`src/rtl/jset_fifo.sv`:
```
// Julia set engine: small register queue with push/full and pop/empty.
// Used between front and back, and for results. Depends on nothing.
module jset_fifo #(
    parameter int WIDTH = 8,
    parameter int DEPTH = 2
) (
    input  logic             clk,
    input  logic             rst_n,
    input  logic             push,
    output logic             full,
    input  logic [WIDTH-1:0] data_in,
    input  logic             pop,
    output logic             empty,
    output logic [WIDTH-1:0] data_out
);

    localparam int AW = (DEPTH > 1) ? $clog2(DEPTH) : 1;

    logic [WIDTH-1:0] mem_reg [DEPTH];
    logic [AW-1:0]    wr_ptr_reg;
    logic [AW-1:0]    rd_ptr_reg;
    logic [AW:0]      cnt_reg;
    logic             do_push;
    logic             do_pop;

    assign full     = (cnt_reg == (AW+1)'(DEPTH));
    assign empty    = (cnt_reg == '0);
    assign do_push  = push && !full;
    assign do_pop   = pop && !empty;
    assign data_out = mem_reg[rd_ptr_reg];

    // Advance pointers and count
    always_ff @(posedge clk or negedge rst_n) begin
        if (!rst_n) begin
            wr_ptr_reg <= '0;
            rd_ptr_reg <= '0;
            cnt_reg    <= '0;
        end else begin
            if (do_push) begin
                wr_ptr_reg <= (wr_ptr_reg == AW'(DEPTH - 1)) ? '0 : wr_ptr_reg + 1'b1;
            end
            if (do_pop) begin
                rd_ptr_reg <= (rd_ptr_reg == AW'(DEPTH - 1)) ? '0 : rd_ptr_reg + 1'b1;
            end
            if (do_push && !do_pop) begin
                cnt_reg <= cnt_reg + 1'b1;
            end else if (do_pop && !do_push) begin
                cnt_reg <= cnt_reg - 1'b1;
            end
        end
    end

    // Store the request
    always_ff @(posedge clk) begin
        if (do_push) begin
            mem_reg[wr_ptr_reg] <= data_in;
        end
    end

endmodule

```
`config.mk`:
```
export PLATFORM = sky130hd
export DESIGN_NAME = jset_fifo
export DESIGN_NICKNAME = d
export VERILOG_FILES = /design/src/rtl/jset_fifo.sv
export SDC_FILE = /design/constraint.sdc
export NUM_CORES = 1
export LEC_CHECK = 0
export ABC_CLOCK_PERIOD_IN_PS = 1520
export BUFFER_PORTS_ARGS = -buffer_cell sky130_fd_sc_hd__buf_4
export CAP_MARGIN = 25
export CELL_PAD_IN_SITES_DETAIL_PLACEMENT = 0
export CELL_PAD_IN_SITES_GLOBAL_PLACEMENT = 1
export CORE_MARGIN = 4
export CORE_UTILIZATION = 35
export CTS_BUF_LIST = sky130_fd_sc_hd__clkbuf_4
export CTS_CLUSTER_DIAMETER = 80
export DETAILED_ROUTE_END_ITERATION = 10
export HOLD_SLACK_MARGIN = 0.12
export MAX_ROUTING_LAYER = met4
export PLACE_DENSITY = 0.74
export RECOVER_POWER = 50
export SLEW_MARGIN = 5
export SYNTH_ARGS = -nofsm -noshare
export SYNTH_HDL_FRONTEND = slang
export SYNTH_SLANG_ARGS = --single-unit
```
`constraint.sdc`:
```
create_clock -name clk -period 1.52 [get_ports clk]
set_input_delay 0.304 -clock clk [delete_from_list [all_inputs] [get_ports clk]]
set_output_delay 0.304 -clock clk [all_outputs]
set_load 0.03 [all_outputs]
```
Word-level counts from Yosys, hierarchy flattened
Memory sizes are Yosys's and may differ from the RTL's.
Index checks and enable logic that the tools add are counted.
{"block": "classes", "n_addsub": 4, "reduce_logical": 10, "mul": 0, "n_eq_ne": 1, "n_mux": 6, "shifts": 0, "n_lt_le_gt_ge": 0, "n_bitwise": 0, "n_div": 0}
{"operator": "logical AND 1 bit", "count": 4}
{"operator": "zero test 1 bit", "count": 4}
{"operator": "2-to-1 mux 1 bit", "count": 4}
{"operator": "2-to-1 mux 2 bit", "count": 2}
{"operator": "adder 1 bit (second input constant)", "count": 2}
{"operator": "adder 2 x 1 -> 2 bit (second input constant)", "count": 1}
{"operator": "equality test 2 bit (second input constant)", "count": 1}
{"operator": "zero test 2 bit", "count": 1}
{"operator": "nonzero test 2 bit", "count": 1}
{"operator": "subtractor 2 x 1 -> 2 bit (second input constant)", "count": 1}
{"block": "word_totals", "latch_bits": 0, "inputBits": 12, "word_cells": 25, "mem_bits_rw": 16, "memories": 1, "regBits": 4, "rom_bits": 0, "out_inout_bits": 10}
{"memory": "mem_reg", "words": 2, "word_bits": 8, "read_ports": 1, "rd_ports_with_merged_regs": 0, "wr": 1, "line_no": "19", "rtl": "logic [WIDTH-1:0] mem_reg [DEPTH];"}

Depth between registers and ports, before layout
{"block": "logic_depth", "word_depth": 7, "depth_mapped": 7, "ltp_nobuf": 7}

Worst setup path after synthesis
OpenSTA, ideal clock, no wires.
{"block": "synth_timing", "path_type": "reg2reg", "startpoint": "register cnt_reg[0]", "endpoint": "memory mem_reg[0][0], enable pin", "setup_slack_ns": 0.128, "path_buffers": 0, "setup_ns": 0.370, "synth_period_minus_slack_ns": 1.392, "t_arrival_ns": 1.022, "required_time_ns": 1.150, "stages_incl_launch_ff": 4, "cell_sequence": "dfrtp_1 -> nand2b_1 -> nand2_2 -> nor2_1"}
{"block": "synth_between", "elab_chain_len": 5}
{"element": "start, declared", "line_no": "22", "rtl": "logic [AW:0] cnt_reg;"}
{"element": "start signal, assigned", "line_no": "46", "rtl": "cnt_reg <= cnt_reg + 1'b1;"}
{"element": "start signal, assigned", "line_no": "48", "rtl": "cnt_reg <= cnt_reg - 1'b1;"}
{"element": "equality test 2 bit", "line_no": "26", "rtl": "assign full = (cnt_reg == (AW+1)'(DEPTH));"}
{"element": "zero test 1 bit", "line_no": "28", "rtl": "assign do_push = push && !full;"}
{"element": "logical AND 1 bit", "line_no": "28"}
{"element": "2-to-1 mux 1 bit", "line_no": "55", "rtl": "if (do_push) begin"}
{"element": "2-to-1 mux 1 bit (not written as such)", "line_no": "56", "rtl": "mem_reg[wr_ptr_reg] <= data_in;"}
{"element": "end, declared", "line_no": "19"}
No other way between the ends.

Final worst setup path
{"block": "layout_timing", "startpoint": "register rd_ptr_reg", "endpoint": "output port data_out[6]"}
{"block": "layout_between", "elab_chain_len": 1}
{"element": "start, declared", "line_no": "21", "rtl": "logic [AW-1:0] rd_ptr_reg;"}
{"element": "start signal, assigned", "line_no": "43", "rtl": "rd_ptr_reg <= (rd_ptr_reg == AW'(DEPTH - 1)) ? '0 : rd_ptr_reg + 1'b1;"}
{"element": "memory read (2 x 8 bit)"}
{"element": "end, declared", "line_no": "14", "rtl": "output logic [WIDTH-1:0] data_out"}
No other way between the ends.

==> summary.md <==
| Metric | Value |
|---|---|
| Flip-flop and latch area | slightly below 600 um^2 |
| Site Rows | 16 |
| Violated checks | setup timing |
| Core Box Area | ~0.002 mm^2 |
| P_leak | 0.4729 nW |
| Setup TNS | -584.4 ps |
| Top post-synthesis cells by area | edfxtp_1 61%, dfrtp_1 13%, mux2_1 8.6%, mux2_2 2.9%, xnor2_1 2.2% |
| Syn Area/Cell | ~18 um^2 |
| Port-buffer cells | 21 |
| Clock H-tree levels | 1 |
| DRT iter0 DRCs | 1 |
| Power Total | 0.002276 W |
| Worst-path clk slew | 100 ps |
| Syn_nets | 57 |
| Grt total ovfl | 0 |
| Post-synthesis sequential area ratio | 74.24% |
| Ys async rst share | 20.00% |
| Maximum root-to-sink buffer count | 2 |
| HPWL Detailed | 822.3 um |
| Biggest area consumer among synthesized cells | edfxtp_1 |
| Critical path class | register to output port |
| CTS tree | yes |
| Top-count cell post-synth | edfxtp_1 |
| First-pass GRT wire length | 2007 um |
| Pin count of the biggest net entering global routing | 12 |
| Crit-path leading delay family | flip-flops |
| CP Depth | 3 |
| Status | finished, violations left |
| Area of the multi-input gates | 215.2 um^2 |
| Netlist cell types | 15 |
| Max Cap Violations | 0 |
| Die area | 0.003055 mm^2 |
| TritonCTS Sinks | 20 |
| Via count | approximately 440 |
| Arrival @ worst endpoint | 1300 ps |
| Drt wl/cell | 11.72 um |
| Die H | 55.27 um |
| Worst-Margin Slew | 383.5 ps |
| Hold depth | 1 |
| Via density | 4.311 |
| Crit-path max FO | 5 |
| Slowest stage delay, CP | between 400 and 500 ps |
| Area Growth Syn to Fin | 42.08% |
| Tcrit/Tclk final | 105.2% |
| DRC | 0 |
| # diodes | 0 |
| GP Congestion | 0.6587 |
| Setup crit end kind | output port |
| Synth warn | 0 |
| WL final | about 1200 um |
| CP Cell Sequence | buf_6 -> mux2_4 -> buf_6 |
| Worst-skew pair later-pin latency | 290 ps |
| WP buf/inv | 2 |
| Crit path top cell by count | buf_6 |
| PnR worst setup slack | -79.36 ps |
| Crit-path slowest cell | dfrtp_2 |
| Post-synth EDFFs | 16 |
| Initial antenna violation count | 0 |
| Total track usage | 8.691% |
| Post-Syn Area | 782.0 um^2 |
| HP Class | input pin to register |
| Mapped Cells | between 40 and 50 |
| I/O Pins | 22 |
| Clock Skew | 0.9392 ps |
| Layout cells sized above 1 | about 51% |
| Top_reg_cell synth | edfxtp_1 |
| Number of buffers created by CTS | 3 |
| WP data required | 1220 ps |
| Slew Limit Fails | 0 |
| Setup violators final | 8 |
| Largest register FFs | 16 |
| Vias in the first global route | around 440 |
| Root buffer cell | clkbuf_4 |
| Final Hold Fails | 0 |
| Drt first pass iters | 2 |
| Final min period | between 1500 and 2000 ps |
| Initial Util | 38.30% |
| Post-DRT Antenna Nets | 0 |
| Max Clk Rate | 625.3 MHz |
| VDD IR max | 1055 uV |
| R2R depth | 5 |
| Unrepaired setup endpoints after global routing | true |
| FILL cells | 189 |
| PwrDens | 2048 mW/mm^2 |
| CP startpoint kind | register |
| Fin nets | 90 |
| Die Wd | 55.27 um |
| Synth cell count leaders | 16 x edfxtp_1, 6 x mux2_1, 4 x dfrtp_1 |
| Synthesis-stage register bit count | 20 |
| Post-synth top area share | 61.44% |
| Rel. slew slack | 74.43% |
metrics by stage:
stage / cell area [um^2] / hold WS, ps / std cells / setup WS [ps] / util, %
after floorplan: 782.0 / 8.409 / 44 / 127.9 / -
after global placement: 991.0 / 103.5 / 94 / 106.4 / 48.53
after global routing: 1111 / 185.6 / 103 / -131.4 / 54.41
after detailed placement: 991.0 / 103.4 / 94 / 100.2 / 48.53
final: 1111 / 206.7 / 103 / -79.36 / 54.41
after CTS: 1115 / 190.9 / 102 / -78.72 / 54.60
cell usage in the layout (no fill, tap or decap), types with 2 or more instances in the layout:
cell type	n
buf_4	8
buf_6	10
clkbuf_1	4
clkbuf_4	10
dfrtp_1	3
edfxtp_1	16
inv_1	2
mux2_4	7
nor2_1	3
xnor2_1	2
xor2_1	2
worst reg2reg max path: cells and delay by family, from the launching register on:
kind / cells / cell delay (ps)
xor gates and xnor gates: 1 / 160
adders and majority gates: 1 / 280
DFF: 1 / 390
and+or+nand+nor: 1 / 140
buffers and inverters: 1 / 150
AOI/OAI and AO/OA: 1 / 160
final cells by class:
| cell class | instances | share of cell area (%) |
|---|---|---|
| Timing Repair Buffer | 29 | 21.85 |
| Multi-Input combinational cell | 21 | 19.37 |
| Sequential cell | 20 | 52.36 |
| Clock buffer | 4 | 2.703 |
| Tap cell | 27 | 3.041 |
| Inverter | 2 | 0.6757 |
per-layer routing:
layer	wire length, um	vias up	global-route usage, %
met1	535	207	11.34
met2	580	13	12.84
met3	74	2	2.564
li1	-	222	-
met4	17	0	3.125
met5	0	-	-
power by group:
group	switching, W	internal (W)
clock network	0.000145	0.000120
logic	0.000578	0.000595
registers	0.0000694	0.000768
final timing paths:
kind	startpoint	end	slack, ps
min in group asynchronous	rst_n	cnt_reg[1]$_DFFE_PN0P_	360
min reg2reg	cnt_reg[1]$_DFFE_PN0P_	cnt_reg[1]$_DFFE_PN0P_	530
min	data_in[4]	mem_reg[1][4]$_DFFE_PP_	210
max	rd_ptr_reg$_DFFE_PN0P_	data_out[6]	-80
max reg2reg	cnt_reg[0]$_DFFE_PN0P_	cnt_reg[1]$_DFFE_PN0P_	170
max in group asynchronous	rst_n	rd_ptr_reg$_DFFE_PN0P_	950
kinds of logic (layout without fill, tap and decap cells):
family	Yosys count	after routing	synth area share, %
AOI/OAI and AO/OA	1	1	0.6394
muxes	8	8	11.52
xor gates and xnor gates	5	5	6.561
buffers and inverters	3	35	1.600
DFF	20	20	74.24
and+or+nand+nor	6	6	3.841
adders and majority gates	1	1	1.600
repair_timing:
| item | CTS | global route |
|---|---|---|
| hold buffers | 1 | 0 |
| pin swaps | 0 | 1 |
| endpoints found under the hold margin | 4 | 0 |
| setup buffers | 3 | 1 |
| endpoints found under the setup margin | 8 | 9 |
| resized for setup | 19 | 1 |
Power figures use the tool's default switching activity.
