## config.mk

```make
export PLATFORM = sky130hd
export DESIGN_NAME = jset_front
export DESIGN_NICKNAME = d
export VERILOG_FILES = /design/src/rtl/jset_pkg.sv /design/src/rtl/jset_front.sv
export SDC_FILE = /design/constraint.sdc
export NUM_CORES = 1
export LEC_CHECK = 0
export BUFFER_PORTS_ARGS = -buffer_cell sky130_fd_sc_hd__buf_2
export CAP_MARGIN = 20
export CORE_ASPECT_RATIO = 1.2
export CORE_MARGIN = 8
export CORE_UTILIZATION = 46
export DETAILED_ROUTE_END_ITERATION = 7
export GPL_TIMING_DRIVEN = 0
export PLACE_DENSITY_LB_ADDON = 0.1
export SLEW_MARGIN = 30
export SYNTH_ARGS = -nofsm -noshare
export SYNTH_HDL_FRONTEND = slang
export SYNTH_SLANG_ARGS = --single-unit
```

## constraint.sdc

```tcl
create_clock -name clk -period 11.95 [get_ports clk]
set_input_delay 2.9875 -clock clk [delete_from_list [all_inputs] [get_ports clk]]
set_output_delay 2.9875 -clock clk [all_outputs]
set_load 0.1 [all_outputs]
```

## src/rtl/jset_pkg.sv

```systemverilog
// Julia set escape-time engine: shared package.
// Holds widths, register indexes, state encodings, the start-point type
// and the signed saturation helper. Depends on nothing.
package jset_pkg;

    localparam int FRAC_BITS    = 27;
    localparam int IDX_W        = 12;
    localparam int DIM_CFG_W    = 13;
    localparam int COORD_W      = 32;
    localparam int COUNT_W      = 8;
    localparam int QUOT_W       = IDX_W + FRAC_BITS;
    localparam int APB_ADDR_W   = 4;
    localparam int APB_DATA_W   = 32;
    localparam int DEF_MAX_ITER = 256;
    localparam int DEF_DIM_MAX  = 4096;

    localparam logic [COORD_W-1:0] WIDTH_RESET  = COORD_W'(640);
    localparam logic [COORD_W-1:0] HEIGHT_RESET = COORD_W'(480);

    // Configuration register index (word address)
    typedef enum logic [1:0] {
        REG_FRAME_WIDTH  = 2'd0,
        REG_FRAME_HEIGHT = 2'd1,
        REG_SEED_REAL    = 2'd2,
        REG_SEED_IMAG    = 2'd3
    } cfg_reg_t;

    typedef enum logic [1:0] {
        F_IDLE,
        F_DIV,
        F_PUSH
    } front_state_t;

    typedef enum logic [2:0] {
        C_IDLE,
        C_MUL,
        C_ADD,
        C_SQ,
        C_CMP,
        C_DONE
    } core_state_t;

    // Start point of one pixel in Q5.27
    typedef struct packed {
        logic signed [COORD_W-1:0] re;
        logic signed [COORD_W-1:0] im;
    } start_pt_t;

    // Saturate a signed 64-bit value to the signed 32-bit range
    function automatic logic signed [COORD_W-1:0] sat32(input logic signed [63:0] v);
        logic signed [63:0] hi;
        logic signed [63:0] lo;
        hi = 64'sh0000_0000_7FFF_FFFF;
        lo = -64'sh0000_0000_8000_0000;
        if (v > hi) begin
            sat32 = 32'sh7FFF_FFFF;
        end else if (v < lo) begin
            sat32 = 32'sh8000_0000;
        end else begin
            sat32 = v[COORD_W-1:0];
        end
    endfunction

endpackage

```

## src/rtl/jset_front.sv

```systemverilog
// Julia set engine: front part. Accepts a pixel, divides column and row by
// the clamped frame size one quotient bit a cycle, and queues the start point.
// Depends on jset_pkg.
module jset_front
    import jset_pkg::*;
#(
    parameter int DIM_MAX = DEF_DIM_MAX
) (
    input  logic                 clk,
    input  logic                 rst_n,
    input  logic                 push,
    output logic                 full,
    input  logic [IDX_W-1:0]     pixel_column,
    input  logic [IDX_W-1:0]     pixel_row,
    input  logic [DIM_CFG_W-1:0] frame_width,
    input  logic [DIM_CFG_W-1:0] frame_height,
    input  logic                 q_full,
    output logic                 q_push,
    output start_pt_t            q_data
);

    localparam int DIV_W = $clog2(DIM_MAX + 1);
    localparam int CMP_W = (DIV_W > DIM_CFG_W) ? DIV_W : DIM_CFG_W;
    localparam int CNT_W = $clog2(QUOT_W + 1);
    localparam int SUM_W = QUOT_W + 4;

    front_state_t     state_reg, state_next;
    logic [CNT_W-1:0] cnt_reg;
    logic [DIV_W-1:0] dcol_reg, drow_reg;
    logic [QUOT_W-1:0] qcol_reg, qrow_reg;
    logic [DIV_W:0]   rcol_reg, rrow_reg;
    logic             accept;
    logic [DIV_W:0]   rcol_sh, rrow_sh;
    logic signed [SUM_W-1:0] x_wide, y_wide;

    function automatic logic [DIV_W-1:0] clamp_dim(input logic [DIM_CFG_W-1:0] d);
        logic [CMP_W-1:0] dx;
        dx = CMP_W'(d);
        if (dx == '0) begin
            clamp_dim = DIV_W'(1);
        end else if (dx > CMP_W'(DIM_MAX)) begin
            clamp_dim = DIV_W'(DIM_MAX);
        end else begin
            clamp_dim = DIV_W'(dx);
        end
    endfunction

    assign full   = (state_reg != F_IDLE);
    assign accept = push && !full;

    // Shift in next dividend bit
    assign rcol_sh = {rcol_reg[DIV_W-1:0], qcol_reg[QUOT_W-1]};
    assign rrow_sh = {rrow_reg[DIV_W-1:0], qrow_reg[QUOT_W-1]};

    // Map quotients to Q5.27 start point
    assign x_wide = $signed(SUM_W'(qcol_reg) * SUM_W'(3)) - $signed(SUM_W'(3) <<< 26);
    assign y_wide = $signed(SUM_W'(qrow_reg) <<< 1) - $signed(SUM_W'(1) <<< FRAC_BITS);
    assign q_data.re = sat32(64'(x_wide));
    assign q_data.im = sat32(64'(y_wide));

    always_ff @(posedge clk or negedge rst_n) begin
        if (!rst_n) begin
            state_reg <= F_IDLE;
        end else begin
            state_reg <= state_next;
        end
    end

    // Next state and queue push
    always_comb begin
        state_next = state_reg;
        q_push     = 1'b0;
        unique case (state_reg)
            F_IDLE: begin
                if (accept) begin
                    state_next = F_DIV;
                end
            end
            F_DIV: begin
                if (cnt_reg == CNT_W'(QUOT_W - 1)) begin
                    state_next = F_PUSH;
                end
            end
            F_PUSH: begin
                q_push = !q_full;
                if (!q_full) begin
                    state_next = F_IDLE;
                end
            end
            default: state_next = F_IDLE;
        endcase
    end

    // Restoring division, one quotient bit per cycle for both coordinates
    always_ff @(posedge clk) begin
        if (accept) begin
            cnt_reg  <= '0;
            dcol_reg <= clamp_dim(frame_width);
            drow_reg <= clamp_dim(frame_height);
            qcol_reg <= {pixel_column, FRAC_BITS'(0)};
            qrow_reg <= {pixel_row, FRAC_BITS'(0)};
            rcol_reg <= '0;
            rrow_reg <= '0;
        end else if (state_reg == F_DIV) begin
            cnt_reg <= cnt_reg + 1'b1;
            if (rcol_sh >= (DIV_W+1)'(dcol_reg)) begin
                rcol_reg <= rcol_sh - (DIV_W+1)'(dcol_reg);
                qcol_reg <= {qcol_reg[QUOT_W-2:0], 1'b1};
            end else begin
                rcol_reg <= rcol_sh;
                qcol_reg <= {qcol_reg[QUOT_W-2:0], 1'b0};
            end
            if (rrow_sh >= (DIV_W+1)'(drow_reg)) begin
                rrow_reg <= rrow_sh - (DIV_W+1)'(drow_reg);
                qrow_reg <= {qrow_reg[QUOT_W-2:0], 1'b1};
            end else begin
                rrow_reg <= rrow_sh;
                qrow_reg <= {qrow_reg[QUOT_W-2:0], 1'b0};
            end
        end
    end

endmodule

```

Word level (Yosys, flattened, before mapping) --
Index checks and enable logic that the tools add are counted.
Word-level totals: input port bits 54, output and inout bits 66, register bits 138, logic and storage cells 62
Operators by class: reductions and logical operators 11, add/subtract/negate cells 5, magnitude comparators 8, multiply operators 1, muxes and demuxes 19, eq/ne operators 6
Operators by type and width (count):
- 2-to-1 mux 39 bit | 4
- 2-to-1 mux 32 bit | 4
- 2-to-1 mux 13 bit | 4
- greater-than comparator 42 x 32 -> 1 bit, second input constant | 1
- < comparator 42 x 32 -> 1 bit, second input constant | 1
- subtractor 41 x 28 -> 42 bit, second input constant | 1
- greater-than comparator 41 x 32 -> 1 bit, second input constant | 1
- < comparator 41 x 32 -> 1 bit, second input constant | 1
- multiplier 39 x 2 -> 41 bit, second input constant | 1
- subtractor 40 x 28 -> 41 bit, second input constant | 1
- greater-or-equal comparator 14 x 13 -> 1 bit | 2
- greater-than comparator 13 bit, second input constant | 2
- zero test 13 bit | 2
- subtractor 13 bit | 2
- adder 6 x 1 -> 6 bit, second input constant | 1
- == test 6 bit, second input constant | 1
- 2-to-1 mux 2 bit | 3
- inequality test 2 bit, second input constant | 3
- one-hot mux 2 bit (3 select lines) | 1
- nonzero test 2 bit | 2
- OR reduction 2 bit | 2
- 2-to-1 mux 1 bit | 3
- AND reduction 3 bit | 1
- == test 2 x 1 -> 1 bit, second input constant | 1
- other kinds (4) | 5

Depth between registers and ports, before layout --
word-level depth 5, mapped depth 16, mapped depth without buffers 14

Worst setup path after synthesis --
No wires, ideal clock.
kind register to output, start register qrow_reg[28], end output port q_data[18] (netlist bit), path buffers 1, cell stages (with the launch flop) 9, slack 3.404 ns, data required time 8.963 ns, arrival time 5.558 ns, cell sequence edfxtp_1 or3_1 or3_1 or3_1 nor3_1 a41oi_1 clkbuf_1 nor2_1 nor2_1
RTL lines:
- start, declared | RTL line jset_front.sv:30 | logic [QUOT_W-1:0] qcol_reg, qrow_reg;
- start signal, assigned | RTL line jset_front.sv:101 | qrow_reg <= {pixel_row, FRAC_BITS'(0)};
- start signal, assigned | RTL line jset_front.sv:115 | qrow_reg <= {qrow_reg[QUOT_W-2:0], 1'b1};
- start signal, assigned | RTL line jset_front.sv:118 | qrow_reg <= {qrow_reg[QUOT_W-2:0], 1'b0};
- end, declared | RTL line jset_front.sv:19 | output start_pt_t q_data

==> results by group <==
Synth
  • Ys async rst share: 1.45%
  • EDFF count, synth: 50
  • Register bit total from synthesis: 138
  • Synth Flop Type: dfxtp_1
  • Ys Warns: 0
  • Netlist cell types: 66
  • Dominant cells by area after synthesis: dfxtp_1, edfxtp_1, ha_1, o21ai_0, nand2_1
  • Top cell type's share of synthesized area: 17.0%
  • Cells after synthesis: between 1000 and 1500
  • Dominant cell type by area after synthesis: dfxtp_1
  • Mapped Avg Cell Area: 8.12 µm²
  • Syn_nets: 1410
  • Sequential share of the synthesized area: 32.3%
  • Post-Synthesis Cell Area: a little over 10000 µm²

Layout
  • Final nets: approximately 1500
  • Diode count: 0
  • Most common cell after layout, fill and taps aside: nand2_1
  • Most frequent cells in the layout: nand2_1, o21ai_0, buf_2
  • Area Overhead vs Synth: 15.5%
  • Share of layout cells above drive strength 1: 13.4%
  • Fillers: 2116
  • Fin area: 11700 µm²

Clocking
  • Clock Pin Slew Worst Setup and Hold Paths: 0.06 ns
  • H-tree depth: 4
  • # clock sinks: 138
  • CTS resizes: 0
  • Post CTS Setup Buffer Count: 0
  • CTS tree: done
  • Post-CTS Hold Buffers: 0
  • Num CTS Buffers: 17
  • Root Buffer: clkbuf_16
  • Clock Latency Late Sink: 0.43 ns
  • Worst-case clock buffer depth: 2

STA
  • Final setup vio count: 0
  • Slew headroom: between 40% and 50%
  • Achievable frequency: ~0.12 GHz
  • RSZ-0062 raised after global routing: no
  • Final max-slew violation count: 0
  • Fin Setup TNS: 0 ns
  • Tmin final: between 8 and 9 ns
  • Crit share post-route: around two thirds
  • Final WS setup: ~3.8 ns
  • Hold_ws: 0.478 ns
  • Clk_skew: 0.00687 ns
  • Least-Margin Pin Slew: 0.886 ns
  • Final Hold Fails: 0

Place
  • Setup WS pre-CTS: 4.25 ns
  • Post-DP Area: roughly 11000 µm²
  • Port bufs: around 120
  • Final GP Congestion: around 0.90
  • Hpwl dp: 20100 µm

Setup path
  • Critical path class: flip-flop to output pin
  • Critical Path AT: about 5.1 ns
  • Reg-to-reg slack, setup: 8.10 ns
  • Startpoint types: flip-flop
  • CP Capture Type: output pin
  • CP Data Required Time: 8.96 ns
  • Worst-path fanout max: 10

Min path
  • Worst Hold Class: flip-flop to flip-flop

Route
  • Vias after detailed routing: ~9100
  • Starting DRT DRC Count: between 400 and 500
  • Via/cell ratio: roughly 5.4
  • Antenna-violating nets left: 0
  • # DRC: 0
  • DRT Pass-1 Iters: 6
  • Detailed Route WL: 25300 µm
  • Wire per inst: 15.1 µm

Floorplan
  • Die area: ~27000 µm²
  • Die H: approximately 180 µm
  • Initial Utilization: 46.8%
  • IO Pins: 120
  • Row count: 59
  • Area of the core: ~22000 µm²
  • Die width: 151 µm

GRT
  • Antenna violations before repair: 0
  • First-pass GRT wire length: 41300 µm
  • Gr ovfl total: 0
  • Largest net degree at the start of global routing: 27
  • Vias in the first global route: 8737
  • GR Util All Layers: 18.7%

Flow run
  • Max-Cap Viols: 0

Run status
  • Status: finished, final reports clean
## critical path, cell delays in order (launching register included)
cell,delay (ns)
dfxtp_1,0.39
ha_1,0.26
ha_1,0.22
fa_1,0.43
a211oi_1,0.33
o211ai_1,0.16
nand2_1,0.14
a21o_1,0.22
o211ai_1,0.17
a211oi_1,0.38
nand4_1,0.15
or4_4,0.54
o41ai_4,0.68
buf_6,0.24
o31ai_2,0.07
buf_2,0.31
## per-stage QoR
step	utilization, %	instances
final	54.1	1672
after global routing	54.1	1672
after floorplan	-	1246
after global placement	51.1	1639
after detailed placement	51.2	1640
after CTS	54.1	1672
## layer usage
metal	vias to the layer above	wire, µm	GRT usage [%]
met4	0	593	6.90
met5	-	0	0
met2	164	12600	33.1
li1	4674	-	-
met3	47	880	2.89
met1	4170	11300	22.3
## cell usage after synthesis, drive strengths merged (3+ instances only)
cell / instances
nand2: 170
o21ai: 167
ha: 106
nor2: 96
inv: 90
dfxtp: 86
a21oi: 82
edfxtp: 50
clkbuf: 48
xnor2: 37
nor2b: 34
xor2: 26
a21o: 23
nand3: 22
nand4: 22
nor3: 21
mux2i: 20
buf: 13
o21a: 13
a211oi: 12
a22o: 12
or3: 8
and3: 7
a211o: 6
nor4: 6
o211ai: 6
o31ai: 6
a31oi: 4
a41oi: 4
fa: 4
mux2: 4
a2111oi: 3
a21boi: 3
a221o: 3
and2: 3
nand2b: 3
or2: 3
or4: 3
## cell type report
class                           instances  area (µm²)  area share, %
Buffer                                 61         265           2.27
Clock buffer                           20         478           4.09
Clock inverter                         12         134           1.14
Inverter                               90         338           2.89
Multi-Input combinational cell        957        6250           53.4
Sequential cell                       138        3270           28.0
Tap cell                              274         343           2.93
Timing Repair Buffer                  120         616           5.26
## kinds of logic (layout without fill, tap and decap cells)
family / count (synthesis) / in the layout / share of synthesized area, %
AOI/OAI and AO/OA: 359 / 359 / 22.1
xor gates and xnor gates: 63 / 63 / 5.45
adders and majority gates: 110 / 110 / 13.9
buffers and inverters: 151 / 303 / 5.95
DFF: 138 / 138 / 32.3
muxes: 24 / 24 / 2.42
and+or+nand+nor: 401 / 401 / 17.8
## worst paths after layout
kind	startpoint	end	cells after the start
worst max register to register	qcol_reg[38]	rcol_reg[12]	14
worst min-delay path	qrow_reg[24]	qrow_reg[24]	2
max in group asynchronous	rst_n	state_reg[1]	1
worst max-delay path	qcol_reg[2]	q_data[50]	15
worst min register to register	qrow_reg[24]	qrow_reg[24]	2
min in group asynchronous	rst_n	state_reg[0]	1
Power is left out: the tool's default activity adds up to more than one toggle a clock period on the data nets, which glitch-free logic cannot reach.
